`src/skvt_pkg.sv`:
```
// shared types, codes and defaults for the sorted key/value table
`timescale 1ns / 1ps
package skvt_pkg;

  localparam int unsigned CapacityDef   = 64;
  localparam int unsigned ValueWidthDef = 32;
  localparam int unsigned KeyWidthDef   = 32;
  // cells per or-reduction group
  localparam int unsigned GroupSize     = 8;
  localparam int unsigned CountOutWidth = 7;

  localparam logic [1:0] KIND_ATTACH = 2'd0;
  localparam logic [1:0] KIND_DETACH = 2'd1;
  localparam logic [1:0] KIND_LOOKUP = 2'd2;
  localparam logic [1:0] KIND_CLEAR  = 2'd3;

  localparam logic [1:0] STATUS_OK     = 2'd0;
  localparam logic [1:0] STATUS_ABSENT = 2'd1;
  localparam logic [1:0] STATUS_FULL   = 2'd2;

  typedef struct packed {
    logic [1:0]         kind;
    logic signed [31:0] key;
    logic [31:0]        value;
  } in_t;

  typedef struct packed {
    logic [1:0]               status;
    logic [31:0]              read_value;
    logic [CountOutWidth-1:0] entry_count;
  } out_t;

  typedef struct packed {
    logic ins;
    logic rem;
    logic wr;
  } apply_t;

endpackage

```
`src/skvt_group.sv`:
```
// registered or-reduction of match flags and matched values over one group of slots
`timescale 1ns / 1ps
module skvt_group #(
  parameter int unsigned GW = 8,
  parameter int unsigned VW = 32
) (
  input  logic                  clk_i,
  input  logic                  rst_ni,
  input  logic [GW-1:0]         eq_i,
  input  logic [GW-1:0][VW-1:0] val_i,
  output logic                  hit_o,
  output logic [VW-1:0]         val_o
);
  import skvt_pkg::*;

  logic          hit_q, hit_d;
  logic [VW-1:0] val_q, val_d;

  always_comb begin
    hit_d = |eq_i;
    val_d = '0;
    for (int i = 0; i < GW; i++) begin
      val_d = val_d | (val_i[i] & {VW{eq_i[i]}});
    end
  end

  always_ff @(posedge clk_i or negedge rst_ni) begin
    if (!rst_ni) begin
      hit_q <= 1'b0;
    end else begin
      hit_q <= hit_d;
    end
  end

  always_ff @(posedge clk_i) begin
    val_q <= val_d;
  end

  assign hit_o = hit_q;
  assign val_o = val_q;

endmodule

```
`config.mk`:
```
export PLATFORM = sky130hd
export DESIGN_NAME = skvt_group
export DESIGN_NICKNAME = d
export VERILOG_FILES = /design/src/skvt_pkg.sv /design/src/skvt_group.sv
export SDC_FILE = /design/constraint.sdc
export NUM_CORES = 1
export LEC_CHECK = 0
export ABC_CLOCK_PERIOD_IN_PS = 800
export BUFFER_PORTS_ARGS = -buffer_cell sky130_fd_sc_hd__clkbuf_2
export CELL_PAD_IN_SITES_DETAIL_PLACEMENT = 1
export CELL_PAD_IN_SITES_GLOBAL_PLACEMENT = 1
export CORE_AREA = 2 2 116 118
export DETAILED_ROUTE_END_ITERATION = 7
export DIE_AREA = 0 0 118 120
export HOLD_SLACK_MARGIN = 0.1
export PLACE_DENSITY_LB_ADDON = 0.1
export SLEW_MARGIN = 20
export SYNTH_ARGS = -nofsm -noshare
export SYNTH_HDL_FRONTEND = slang
export SYNTH_SLANG_ARGS = --single-unit
```
`constraint.sdc`:
```
create_clock -name clk_i -period 0.8 [get_ports clk_i]
set_input_delay 0.16 -clock clk_i [delete_from_list [all_inputs] [get_ports clk_i]]
set_output_delay 0.16 -clock clk_i [all_outputs]
set_load 0.05 [all_outputs]
```
==> impl_metrics.py <==
metrics = {
    "clocking": {
        "clk_pin_slew_worst_paths_ps": 60,
        "clk_path_buf_depth": 2,
        "cts.sinks": 33,
        "root_buffer": "clkbuf_16",
        "htreeDepth": 2,
        "cts_tree": "done",
        "cts_made_buffers": 5,
    },
    "routing": {
        "vias": 3232,
        "wire_per_inst_um": 19.53,
        "vias_per_cell": 4.657,
        "drc_errors": 0,
        "antenna_left": 0,
        "drt_wl_total_um": 13550,
        "drtIter0Drc": 86,
        "dr.pass1.iters": 4,
    },
    "cells_and_area": {
        "num_antenna_cells": 0,
        "n_fill_cell": 1578,
        "nets": 783,
        "layout-drive-gt1-share_pct": 70.08,
        "area_growth_pct": 107.8,
    },
    "worst_setup_path": {
        "cp_num_cells": 1,
        "endpoint_kind": "primary output",
        "critPathMaxStageDelay_ps": 380,
        "crit_path_cell_trace": "buf_8",
        "path_delay_family": "flip-flops",
        "critPathKind": "flip-flop to primary output",
        "worstPathArrival_ps": 820,
        "critPathSlowestCell": "dfrtp_1",
        "start_kind": "flip-flop",
        "crit_path_max_fanout": 1,
        "critPathBufInv": 1,
        "worstPathRequired_ps": 640,
    },
    "placed_design": {
        "gp_congestion": 0.7799,
        "portBuffers": 298,
        "dp_hpwl_um": 10920,
    },
    "pwr": {
        "power.density_nw_per_um2": 1298,
        "p_leak_nw": 2.335,
        "peakVddDrop_mv": 0.6097,
    },
    "yosys": {
        "yosysTopAreaCell": "a22oi_1",
        "ys_types": 9,
        "synthCells": 228,
        "yosysSeqAreaShare_pct": 29.52,
        "synth_area_leaders": "a22oi_1 39%, dfxtp_1 28%, buf_6 14%",
        "syn_nets": 494,
        "synth_top_cell_area_share_pct": 39.29,
        "syn_area_per_cell_um2": 9.889,
        "yosysWarnings": 0,
        "syn_area_um2": 2255,
        "ys_seq_elements": 33,
    },
    "global_routing": {
        "gr-total-overflow": 0,
        "globalRouteTotalUtil_pct": 18.80,
        "antenna_found_initial": 0,
        "grt_pass1_wl_um": 20560,
        "grt_pass1_vias": 3840,
        "grt_max_degree": 34,
    },
    "status": {
        "outcome": "finished with violations",
        "failed_checks": "setup timing",
    },
    "timing": {
        "relSlewSlack_pct": 85.66,
        "hold_viol": 0,
        "hold_slack_ps": 100.8,
        "setup_viol": 33,
        "setup_ws_ps": -180.2,
        "period_minus_slack_ps": 980.2,
        "fmax_ghz": 1.020,
        "rsz0062_at_grt": "true",
        "tightestPinTransition_ps": 215.2,
        "setup_tns_ps": -4130,
        "slew_viol_final": 0,
        "timing.final.crit_share_pct": 122.5,
    },
    "die": {
        "die_h_um": 120,
        "ios": 299,
        "coreArea_um2": 12980,
        "rows": 42,
        "die_w_um": 118,
        "start_util_pct": 17.37,
        "die-area_um2": 14160,
    },
    "run": {
        "cap_violations": 0,
    },
    "min_path": {
        "hp-class": "primary input to flip-flop",
        "min_path_cells": 3,
    },
}
layout make-up:
type	count	area (um2)	share of cell area, %
repair buffers	314	2372	50.64
clock buffers	8	146.4	3.125
multi-input cells	163	1240	26.47
flip-flops and latches	33	705.7	15.06
well taps	176	220.2	4.701
synth_stat cells:
cell type	instances
nand4_1	32
dfxtp_1	32
a22oi_1	118
nand2_1	1
buf_6	29
a22oi_2	10
dfrtp_1	1
nor4_2	2
buf_4	3
cells in the final DEF, fill, tap and decap left out, drive strengths merged:
cell / synthesis / routed
dfrtp: 1 / 1
dfxtp: 32 / 32
a22oi: 128 / 128
nand4: 32 / 32
nand2: 1 / 1
clkbuf: 0 / 297
nor4: 2 / 2
dlygate4sd3: 0 / 1
buf: 32 / 24
registers in the layout, summed over array words and instances, names as in the netlist:
| signal | cells |
|---|---|
| val_o | 32 |
| hit_o | 1 |
through the flow:
step | setup WS (ps) | utilization [%] | std cells | cell area [um2] | total power, mW
after floorplan | 24.78 | - | 228 | 2255 | 2.832
after global placement | -149.7 | 30.18 | 685 | 3918 | 3.785
after detailed placement | -173.4 | 30.18 | 685 | 3918 | 3.803
after CTS | -199.1 | 36.00 | 694 | 4673 | 6.177
after global routing | -218.3 | 36.09 | 694 | 4684 | 6.427
final | -180.2 | 36.09 | 694 | 4684 | 6.080
power by group:
| group | leakage [nW] | total, mW | internal [mW] | switching, mW |
|---|---|---|---|---|
| sequential | 0.259 | 1.82 | 1.76 | 0.0616 |
| clock | 0.0712 | 1.98 | 1.24 | 0.741 |
| combinational | 2.01 | 2.28 | 1.23 | 1.04 |
| total | 2.34 | 6.08 | 4.23 | 1.85 |
kinds of logic after synthesis:
logic type      synth area share [%]
simple gates                   10.15
buf+inv                        15.48
compound gates                 44.84
flops                          29.52
routing by layer:
layer,global-route usage [%],vias up,wire length [um]
met5,0,-,0
met4,5.045,0,234
met3,6.702,14,1205
met2,35.17,177,7146
met1,19.88,1485,4966
li1,-,1556,-
final timing paths:
check                                start                to  slack (ps)
worst min-delay path             val_i[97]  val_o[1]$_DFF_P_         100
max in group asynchronous           rst_ni   hit_o$_DFF_PN0_         520
min in group asynchronous           rst_ni   hit_o$_DFF_PN0_         200
worst max-delay path       hit_o$_DFF_PN0_             hit_o        -180
repair_timing:
action	in CTS	in global routing
setup endpoints to repair	33	33
hold buffers	1	0
endpoints found under the hold margin	8	0
resized for setup	122	9
cloned	0	0
setup buffers	0	0
(Power assumes the default switching activity.)
