### config.mk
export PLATFORM = sky130hd
export DESIGN_NAME = skvt_cell
export DESIGN_NICKNAME = d
export VERILOG_FILES = /design/src/skvt_pkg.sv /design/src/skvt_cell.sv
export SDC_FILE = /design/constraint.sdc
export NUM_CORES = 1
export LEC_CHECK = 0
export BUFFER_PORTS_ARGS = -buffer_cell sky130_fd_sc_hd__buf_2
export CAP_MARGIN = 30
export CORE_AREA = 2 2 117 119
export CTS_CLUSTER_DIAMETER = 40
export CTS_CLUSTER_SIZE = 16
export DETAILED_ROUTE_END_ITERATION = 8
export DIE_AREA = 0 0 119 121
export GPL_TIMING_DRIVEN = 0
export HOLD_SLACK_MARGIN = 0.12
export SKIP_CTS_REPAIR_TIMING = 1
export SLEW_MARGIN = 15
export SYNTH_ARGS = -nofsm -noshare
export SYNTH_HDL_FRONTEND = slang
export SYNTH_SLANG_ARGS = --single-unit
### constraint.sdc
create_clock -name clk_i -period 3.6 [get_ports clk_i]
set_clock_uncertainty 0.1 [all_clocks]
set_input_delay 0.18 -clock clk_i [delete_from_list [all_inputs] [get_ports clk_i]]
set_output_delay 0.18 -clock clk_i [all_outputs]
set_load 0.1 [all_outputs]
### src/skvt_pkg.sv
// shared types, codes and defaults for the sorted key/value table
`timescale 1ns / 1ps
package skvt_pkg;

  localparam int unsigned CapacityDef   = 64;
  localparam int unsigned ValueWidthDef = 32;
  localparam int unsigned KeyWidthDef   = 32;
  // cells per or-reduction group
  localparam int unsigned GroupSize     = 8;
  localparam int unsigned CountOutWidth = 7;

  localparam logic [1:0] KIND_ATTACH = 2'd0;
  localparam logic [1:0] KIND_DETACH = 2'd1;
  localparam logic [1:0] KIND_LOOKUP = 2'd2;
  localparam logic [1:0] KIND_CLEAR  = 2'd3;

  localparam logic [1:0] STATUS_OK     = 2'd0;
  localparam logic [1:0] STATUS_ABSENT = 2'd1;
  localparam logic [1:0] STATUS_FULL   = 2'd2;

  typedef struct packed {
    logic [1:0]         kind;
    logic signed [31:0] key;
    logic [31:0]        value;
  } in_t;

  typedef struct packed {
    logic [1:0]               status;
    logic [31:0]              read_value;
    logic [CountOutWidth-1:0] entry_count;
  } out_t;

  typedef struct packed {
    logic ins;
    logic rem;
    logic wr;
  } apply_t;

endpackage

### src/skvt_cell.sv
// one table slot: holds a key/value pair, compares it and shifts with its neighbors
`timescale 1ns / 1ps
module skvt_cell #(
  parameter int unsigned KW  = 32,
  parameter int unsigned VW  = 32,
  parameter int unsigned IDX = 0,
  parameter int unsigned CW  = 7
) (
  input  logic               clk_i,
  input  logic               rst_ni,
  input  logic               cmp_en_i,
  input  logic [KW-1:0]      cmp_key_i,
  input  logic [CW-1:0]      count_i,
  input  skvt_pkg::apply_t   apply_i,
  input  logic [KW-1:0]      new_key_i,
  input  logic [VW-1:0]      new_val_i,
  input  logic [KW-1:0]      left_key_i,
  input  logic [VW-1:0]      left_val_i,
  input  logic               left_lt_i,
  input  logic [KW-1:0]      right_key_i,
  input  logic [VW-1:0]      right_val_i,
  output logic [KW-1:0]      key_o,
  output logic [VW-1:0]      val_o,
  output logic               lt_o,
  output logic               eq_o
);
  import skvt_pkg::*;

  logic [KW-1:0] key_q, key_d;
  logic [VW-1:0] val_q, val_d;
  logic          lt_q, lt_d, eq_q, eq_d;
  logic          occupied;

  always_comb begin
    occupied = CW'(IDX) < count_i;
    lt_d     = lt_q;
    eq_d     = eq_q;
    if (cmp_en_i) begin
      lt_d = occupied && ($signed(key_q) < $signed(cmp_key_i));
      eq_d = occupied && (key_q == cmp_key_i);
    end
  end

  // slots from the boundary on shift; an insert puts the new pair at the boundary
  always_comb begin
    key_d = key_q;
    val_d = val_q;
    if (apply_i.ins && !lt_q) begin
      if (left_lt_i) begin
        key_d = new_key_i;
        val_d = new_val_i;
      end else begin
        key_d = left_key_i;
        val_d = left_val_i;
      end
    end else if (apply_i.rem && !lt_q) begin
      key_d = right_key_i;
      val_d = right_val_i;
    end else if (apply_i.wr && eq_q) begin
      val_d = new_val_i;
    end
  end

  always_ff @(posedge clk_i or negedge rst_ni) begin
    if (!rst_ni) begin
      lt_q <= 1'b0;
      eq_q <= 1'b0;
    end else begin
      lt_q <= lt_d;
      eq_q <= eq_d;
    end
  end

  always_ff @(posedge clk_i) begin
    key_q <= key_d;
    val_q <= val_d;
  end

  assign key_o = key_q;
  assign val_o = val_q;
  assign lt_o  = lt_q;
  assign eq_o  = eq_q;

endmodule

==> out/summary.log, run 1 <==
INFO  global_routing global_route.overflow_total=0
INFO  sta            finalHoldViolCount=0
INFO  sta            timing.slew.headroom=50.9%
INFO  placement      gp_congestion=0.840
INFO  clocking       clock_tree.root_cell=clkbuf_16
INFO  detailed_routing routed_wire_length_per_instance=16.1um
INFO  final_layout   diodes=0
INFO  clocking       cts_tree=done
INFO  synth          synth_top_cells_by_area=edfxtp_1, ha_1, a222oi_1
INFO  detailed_routing detail_route.iter0.violations=376
INFO  clocking       clk_latency=0.33ns
INFO  sta            finalSetupTns=0ns
INFO  synth          primary_ff_master_synth=edfxtp_1
INFO  clocking       numClockSinks=66
INFO  final_layout   layout-area-overhead-vs-synth=77.3%
INFO  placement      half_perimeter_wire_length_after_detailed_placement=11700um
INFO  min_path       hp_class=input pin to flop
INFO  global_routing grt_pass1_wl=20900um
INFO  floorplan      floorplan.die_area=14400um2
INFO  sta            unrepaired_setup_endpoints_after_global_routing=no
INFO  detailed_routing drt_wl_total=15700um
INFO  global_routing grt_antenna_before_repair=0
INFO  detailed_routing detail_route.drc_violations=0
INFO  sta            report.final.slew_viol_count=0
INFO  critical_path  cp_max_fo=17
INFO  detailed_routing routed-via-count=4710
INFO  clocking       tritoncts.num_buffers=9
INFO  synth          synthesis.instances=378
INFO  synth          syn_avg_cell_area=10.6um2
INFO  pwr            power_density=811nW/um2
INFO  floorplan      coreArea=13100um2
INFO  run_status     status=finished, final reports clean
INFO  pwr            totalPowerFinal=5.74mW
INFO  critical_path  cp-end-kind=flop
INFO  sta            max_clock_freq=339MHz
INFO  critical_path  worst_setup_path_start_kind=flop
INFO  floorplan      start_util=30.5%
INFO  global_routing groute.usage.overall=18.8%
INFO  synth          synth_enable_flop_cells=64
INFO  global_routing grt_pass1_vias=4296
INFO  synth          async_set_reset_flop_share_out_of_synthesis=3.03%
INFO  floorplan      fp.dieW=119um
INFO  sta            finalSetupViolCount=0
INFO  placement      placedInstanceArea=5760um2
INFO  clocking       clkTransAtPathRegs=0.06ns
INFO  final_layout   n_fill_cell=1118
INFO  pwr            total_leakage_power=3.59nW
INFO  synth          yosys_register_bits=66
INFO  final_layout   stdcell_area=7080um2
INFO  detailed_routing drtPass1Iterations=8
INFO  synth          postSynthNetCount=648
INFO  clocking       cts_max_level=3
INFO  critical_path  timing.critical_path.required=3.60ns
INFO  synth          synthDominantAreaCellType=edfxtp_1
INFO  sta            timing.final.crit_period=2.95ns
INFO  critical_path  critical_path_class=flop to flop
INFO  pwr            ir_drop=0.399mV
INFO  critical_path  cp.arrival=2.95ns
INFO  detailed_routing vias_per_cell=4.84
INFO  floorplan      die_height=121um
INFO  final_layout   fin_nets=1062
INFO  synth          syn_area=3990um2
INFO  sta            worst_hold_slack=0.0687ns
INFO  synth          synth_top_area_share=48.1%
INFO  detailed_routing ant_nets=0
INFO  placement      port-buffer-count=302
INFO  global_routing maximum_number_of_pins_on_one_net_before_global_route_repair=33
INFO  floorplan      num_rows=42
INFO  floorplan      pin_count=304
INFO  synth          yosys.cell_types.count=29
INFO  sta            finalCritPeriodShare=82.0%
INFO  synth          seq_area_frac_synth=49.4%
INFO  synth          yosys_warnings=0
INFO  flow_run       cap_violations=0
INFO  final_layout   drive_gt1_share=41.0%
INFO  sta            worst_pin_slew=0.737ns
INFO  clocking       cts.path.max_buffers=2
==> metrics by stage <==
step                      std cells  utilization [%]  setup slack (ns)
final                           973             54.1             0.648
after global routing            973             54.1             0.419
after CTS                       873             46.5              1.15
after detailed placement        857             44.0              1.15
after global placement          856             43.8             0.154
after floorplan                 378                -             0.491
==> worst max-delay path: stages (launching register included) <==
cell and delay [ns]:
dfrtp_1 0.47, nor2_4 0.51, o21ai_1 0.27, clkbuf_1 0.30, a222oi_1 0.41, dlygate4sd3_1 0.61
inv_1 0.05
==> layer usage <==
layer,track usage (%),vias up,wire (um)
li1,-,2239,-
met1,20.3,2136,5640
met2,35.2,287,8390
met3,3.81,48,1130
met4,8.78,0,518
met5,0,-,0
==> registers in the layout, summed over array words and instances, names as in the netlist <==
name / cells
key_o: 32
lt_o: 1
eq_o: 1
val_o: 32
==> cell type report <==
class / count / area (um2) / share of cell area, %
inverters: 68 / 255 / 3.61
plain buffers: 20 / 81.3 / 1.15
well taps: 176 / 220 / 3.11
clock buffers: 9 / 225 / 3.18
clock inverters: 7 / 91.3 / 1.29
flip-flops and latches: 66 / 1970 / 27.9
repair buffers: 403 / 2540 / 35.9
multi-input cells: 224 / 1690 / 23.9
==> power breakdown <==
group	switching (mW)	total (mW)	leakage [nW]	internal [mW]
Clock	0.339	0.943	0.147	0.603
Sequential	0.117	1.36	0.658	1.24
Combinational	2.66	3.44	2.79	0.784
==> cell families after synthesis <==
family,count (synthesis),synth area share [%]
buffers and inverters,88,8.43
flip-flops,66,49.4
AND/OR/NAND/NOR,66,7.42
multiplexers,32,8.02
AO/OA/AOI/OAI,94,16.7
adder cells (fa/ha/maj),32,10.0
==> worst paths after layout <==
kind,start,cells past startpoint,end,slack (ns)
setup / recovery,lt_o$_DFFE_PN0P_,6,val_o[12]$_DFFE_PP_,0.65
min in group asynchronous,rst_ni,3,eq_o$_DFFE_PN0P_,0.62
max in group asynchronous,rst_ni,3,lt_o$_DFFE_PN0P_,2.66
hold reg to reg,eq_o$_DFFE_PN0P_,2,eq_o$_DFFE_PN0P_,0.48
hold / removal,right_key_i[4],3,key_o[4]$_DFFE_PP_,0.07
setup reg to reg,lt_o$_DFFE_PN0P_,6,val_o[12]$_DFFE_PP_,0.65
==> Yosys cell counts, types with 2 or more instances <==
library cell / instances
a21oi_1: 13
nor3_1: 2
a21oi_2: 2
mux2i_1: 32
ha_1: 32
clkbuf_1: 15
nand4_1: 7
nor4_1: 3
buf_2: 5
edfxtp_1: 64
dfrtp_1: 2
nand3_1: 4
o21ai_0: 36
inv_1: 68
nor2_1: 6
o21ai_1: 2
a222oi_1: 32
nand2_1: 40
a21o_1: 3
==> layout by cell type (no fill, tap or decap), types with 3 or more instances in the layout <==
| master | netlist | routed |
|---|---|---|
| nor2_1 | 6 | 5 |
| mux2i_1 | 32 | 32 |
| dlygate4sd3_1 | 0 | 100 |
| nand3_1 | 4 | 4 |
| clkbuf_1 | 15 | 15 |
| a222oi_1 | 32 | 32 |
| inv_1 | 68 | 68 |
| a21oi_1 | 13 | 13 |
| o21ai_0 | 36 | 36 |
| nor4_1 | 3 | 3 |
| nand4_1 | 7 | 7 |
| ha_1 | 32 | 32 |
| nand2_1 | 40 | 40 |
| clkbuf_16 | 0 | 9 |
| edfxtp_1 | 64 | 64 |
| buf_2 | 5 | 307 |
No activity file was read; power rests on OpenSTA's default activity.
==> inputs of run 2 (changes only) <==
--- a/config.mk
+++ b/config.mk
@@ -14,6 +14,7 @@
 export DIE_AREA = 0 0 119 121
 export GPL_TIMING_DRIVEN = 0
 export HOLD_SLACK_MARGIN = 0.12
+export PLACE_DENSITY = 0.66
 export SKIP_CTS_REPAIR_TIMING = 1
 export SLEW_MARGIN = 15
 export SYNTH_ARGS = -nofsm -noshare
==> constraint.sdc (replaced) <==
create_clock -name clk_i -period 2.6 [get_ports clk_i]
set_clock_uncertainty 0.1 [all_clocks]
set_input_delay 0.13 -clock clk_i [delete_from_list [all_inputs] [get_ports clk_i]]
set_output_delay 0.13 -clock clk_i [all_outputs]
set_load 0.1 [all_outputs]
==> run 2 against run 1 <==
Effect of this change: the flow now finishes with violations (design-rule violations); combinational power rose by 37%; global-route usage decreased by 0.64 points; first-iteration DRC count fell by 6.6%; total power grew 36%; register-to-register slack got worse by 0.56 ns; final area grew 6.5%; clock power increased by 27%; die area unchanged; count of clock-buffer cells in the layout up 1; hold slack improved by 0.011 ns; critical endpoint is now val_o[13]$_DFFE_PP_; largest cell class unchanged; largest power group unchanged.
==> out/summary.log, run 2 (synthesized netlist as in run 1, its figures left out) <==
INFO  clocking       clkTransAtPathRegs=0.06ns [about the same]
INFO  sta            finalHoldViolCount=0 [unchanged]
INFO  pwr            ir_drop=0.614mV [+54%]
INFO  floorplan      coreArea=13100um2 [unchanged]
INFO  final_layout   layout-area-overhead-vs-synth=88.8%
INFO  sta            finalCritPeriodShare=96.5% [+14 points]
INFO  critical_path  timing.critical_path.required=2.56ns [-1.04 ns]
INFO  sta            worst_hold_slack=0.0796ns [+0.0109 ns]
INFO  floorplan      pin_count=304 [unchanged]
INFO  sta            finalSetupViolCount=0 [unchanged]
INFO  clocking       clock_tree.root_cell=clkbuf_16
INFO  sta            report.final.slew_viol_count=0 [unchanged]
INFO  pwr            total_leakage_power=3.78nW [+5.1%]
INFO  final_layout   stdcell_area=7540um2 [+6.5%]
INFO  floorplan      fp.dieW=119um [unchanged]
INFO  detailed_routing ant_nets=0 [unchanged]
INFO  global_routing grt_antenna_before_repair=0 [unchanged]
INFO  detailed_routing routed-via-count=4951 [+5.1%]
INFO  detailed_routing routed_wire_length_per_instance=16.9um [+5.0%]
INFO  sta            worst_pin_slew=0.731ns [-0.00593 ns]
INFO  clocking       clk_latency=0.33ns [about the same]
INFO  clocking       cts_max_level=3 [unchanged]
INFO  global_routing groute.usage.overall=18.2% [-0.64 points]
INFO  detailed_routing drt_wl_total=17200um [+9.5%]
INFO  sta            timing.slew.headroom=51.3% [+0.40 points]
INFO  final_layout   most-common-layout-cells=buf_2, dlygate4sd3_1, inv_1
INFO  detailed_routing vias_per_cell=4.88 [+0.77%]
INFO  final_layout   layout.cells.most_common=buf_2
INFO  floorplan      num_rows=42 [unchanged]
INFO  critical_path  cp_max_fo=17 [unchanged]
INFO  clocking       tritoncts.num_buffers=9 [unchanged]
INFO  critical_path  critical_path_class=flop to flop
INFO  sta            timing.final.crit_period=2.51ns [-0.444 ns]
INFO  final_layout   fin_nets=1103 [+3.9%]
INFO  floorplan      die_height=121um [unchanged]
INFO  placement      half_perimeter_wire_length_after_detailed_placement=11300um [-3.6%]
INFO  run_status     violations=design-rule violations
INFO  detailed_routing detail_route.drc_violations=25 [+25]
INFO  detailed_routing drtPass1Iterations=9 [+1]
INFO  clocking       cts.path.max_buffers=2 [unchanged]
INFO  critical_path  worst_setup_path_start_kind=flop
INFO  global_routing grt_pass1_vias=4305 [+0.21%]
INFO  final_layout   drive_gt1_share=40.0% [-1.1 points]
INFO  run_status     status=complete, but fails checks
INFO  sta            max_clock_freq=399MHz [+18%]
INFO  global_routing global_route.overflow_total=0 [unchanged]
INFO  clocking       cts_tree=done
INFO  flow_run       cap_violations=0 [unchanged]
INFO  critical_path  cp.arrival=2.47ns [-0.48 ns]
INFO  pwr            power_density=1040nW/um2 [+28%]
INFO  placement      placedInstanceArea=5810um2 [+0.91%]
INFO  min_path       hp_class=input pin to flop
INFO  floorplan      floorplan.die_area=14400um2 [unchanged]
INFO  floorplan      start_util=30.5% [unchanged]
INFO  placement      port-buffer-count=302 [unchanged]
INFO  critical_path  cp-end-kind=flop
INFO  placement      gp_congestion=0.840 [about the same]
INFO  detailed_routing detail_route.iter0.violations=351 [-6.6%]
INFO  global_routing grt_pass1_wl=20500um [-1.9%]
INFO  clocking       numClockSinks=66 [unchanged]
INFO  global_routing maximum_number_of_pins_on_one_net_before_global_route_repair=35 [+6.1%]
## run 2: worst max-delay path, stage by stage (launching register included)
cell      delay [ns]
dfrtp_1         0.44
nor2_4          0.49
o21ai_1         0.33
clkbuf_1        0.30
a222oi_1        0.46
inv_1           0.11
## run 2: power breakdown
part | switching (mW) | internal, mW | total, mW
registers | 0.180 | 1.72 | 1.90
logic | 3.69 | 1.02 | 4.72
clock network | 0.453 | 0.743 | 1.20
total | 4.33 | 3.48 | 7.81
## run 2: path summary, 6_finish.rpt
path                                  startpoint                   to  slack (ns)  cells after the start
worst max-delay path            lt_o$_DFFE_PN0P_  val_o[13]$_DFFE_PP_        0.09                      5
worst min-delay path               left_key_i[8]   key_o[8]$_DFFE_PP_        0.08                      3
worst max register to register  lt_o$_DFFE_PN0P_  val_o[13]$_DFFE_PP_        0.09                      5
worst min register to register  eq_o$_DFFE_PN0P_     eq_o$_DFFE_PN0P_        0.54                      2
max in group asynchronous                 rst_ni     eq_o$_DFFE_PN0P_        1.68                      3
min in group asynchronous                 rst_ni     lt_o$_DFFE_PN0P_        0.58                      3
## run 2: stage by stage
stage	instances	power [mW]	setup slack, ns	utilization [%]	setup TNS (ns)
finish	1015	7.81	0.0911	57.6	0
CTS	873	7.57	-0.275	46.7	-5.90
global placement	856	6.29	-0.248	44.4	-4.18
detailed placement	857	6.35	-0.280	44.4	-5.98
floorplan	378	5.45	-0.100	-	-2.72
global route	1014	8.13	-0.0551	57.6	-0.244
## run 2: cell type report
type | instances | area (um2)
buffer | 20 | 81.3
tap | 176 | 220
fill | 1065 | 5540
clock buffer | 10 | 229
multi-input combinational | 224 | 1770
sequential | 66 | 1970
timing repair buffer | 444 | 2950
inverter | 68 | 255
antenna | 1 | 2.50
clock inverter | 6 | 67.6
## run 2: per-layer routing
layer / part of all wire (%) / track usage, % / vias to the layer above
met1: 38 / 20.4 / 2293
met4: 2.4 / 4.76 / 0
met5: 0 / 0 / -
met2: 51 / 34.6 / 301
met3: 9.0 / 4.04 / 35
li1: - / - / 2322
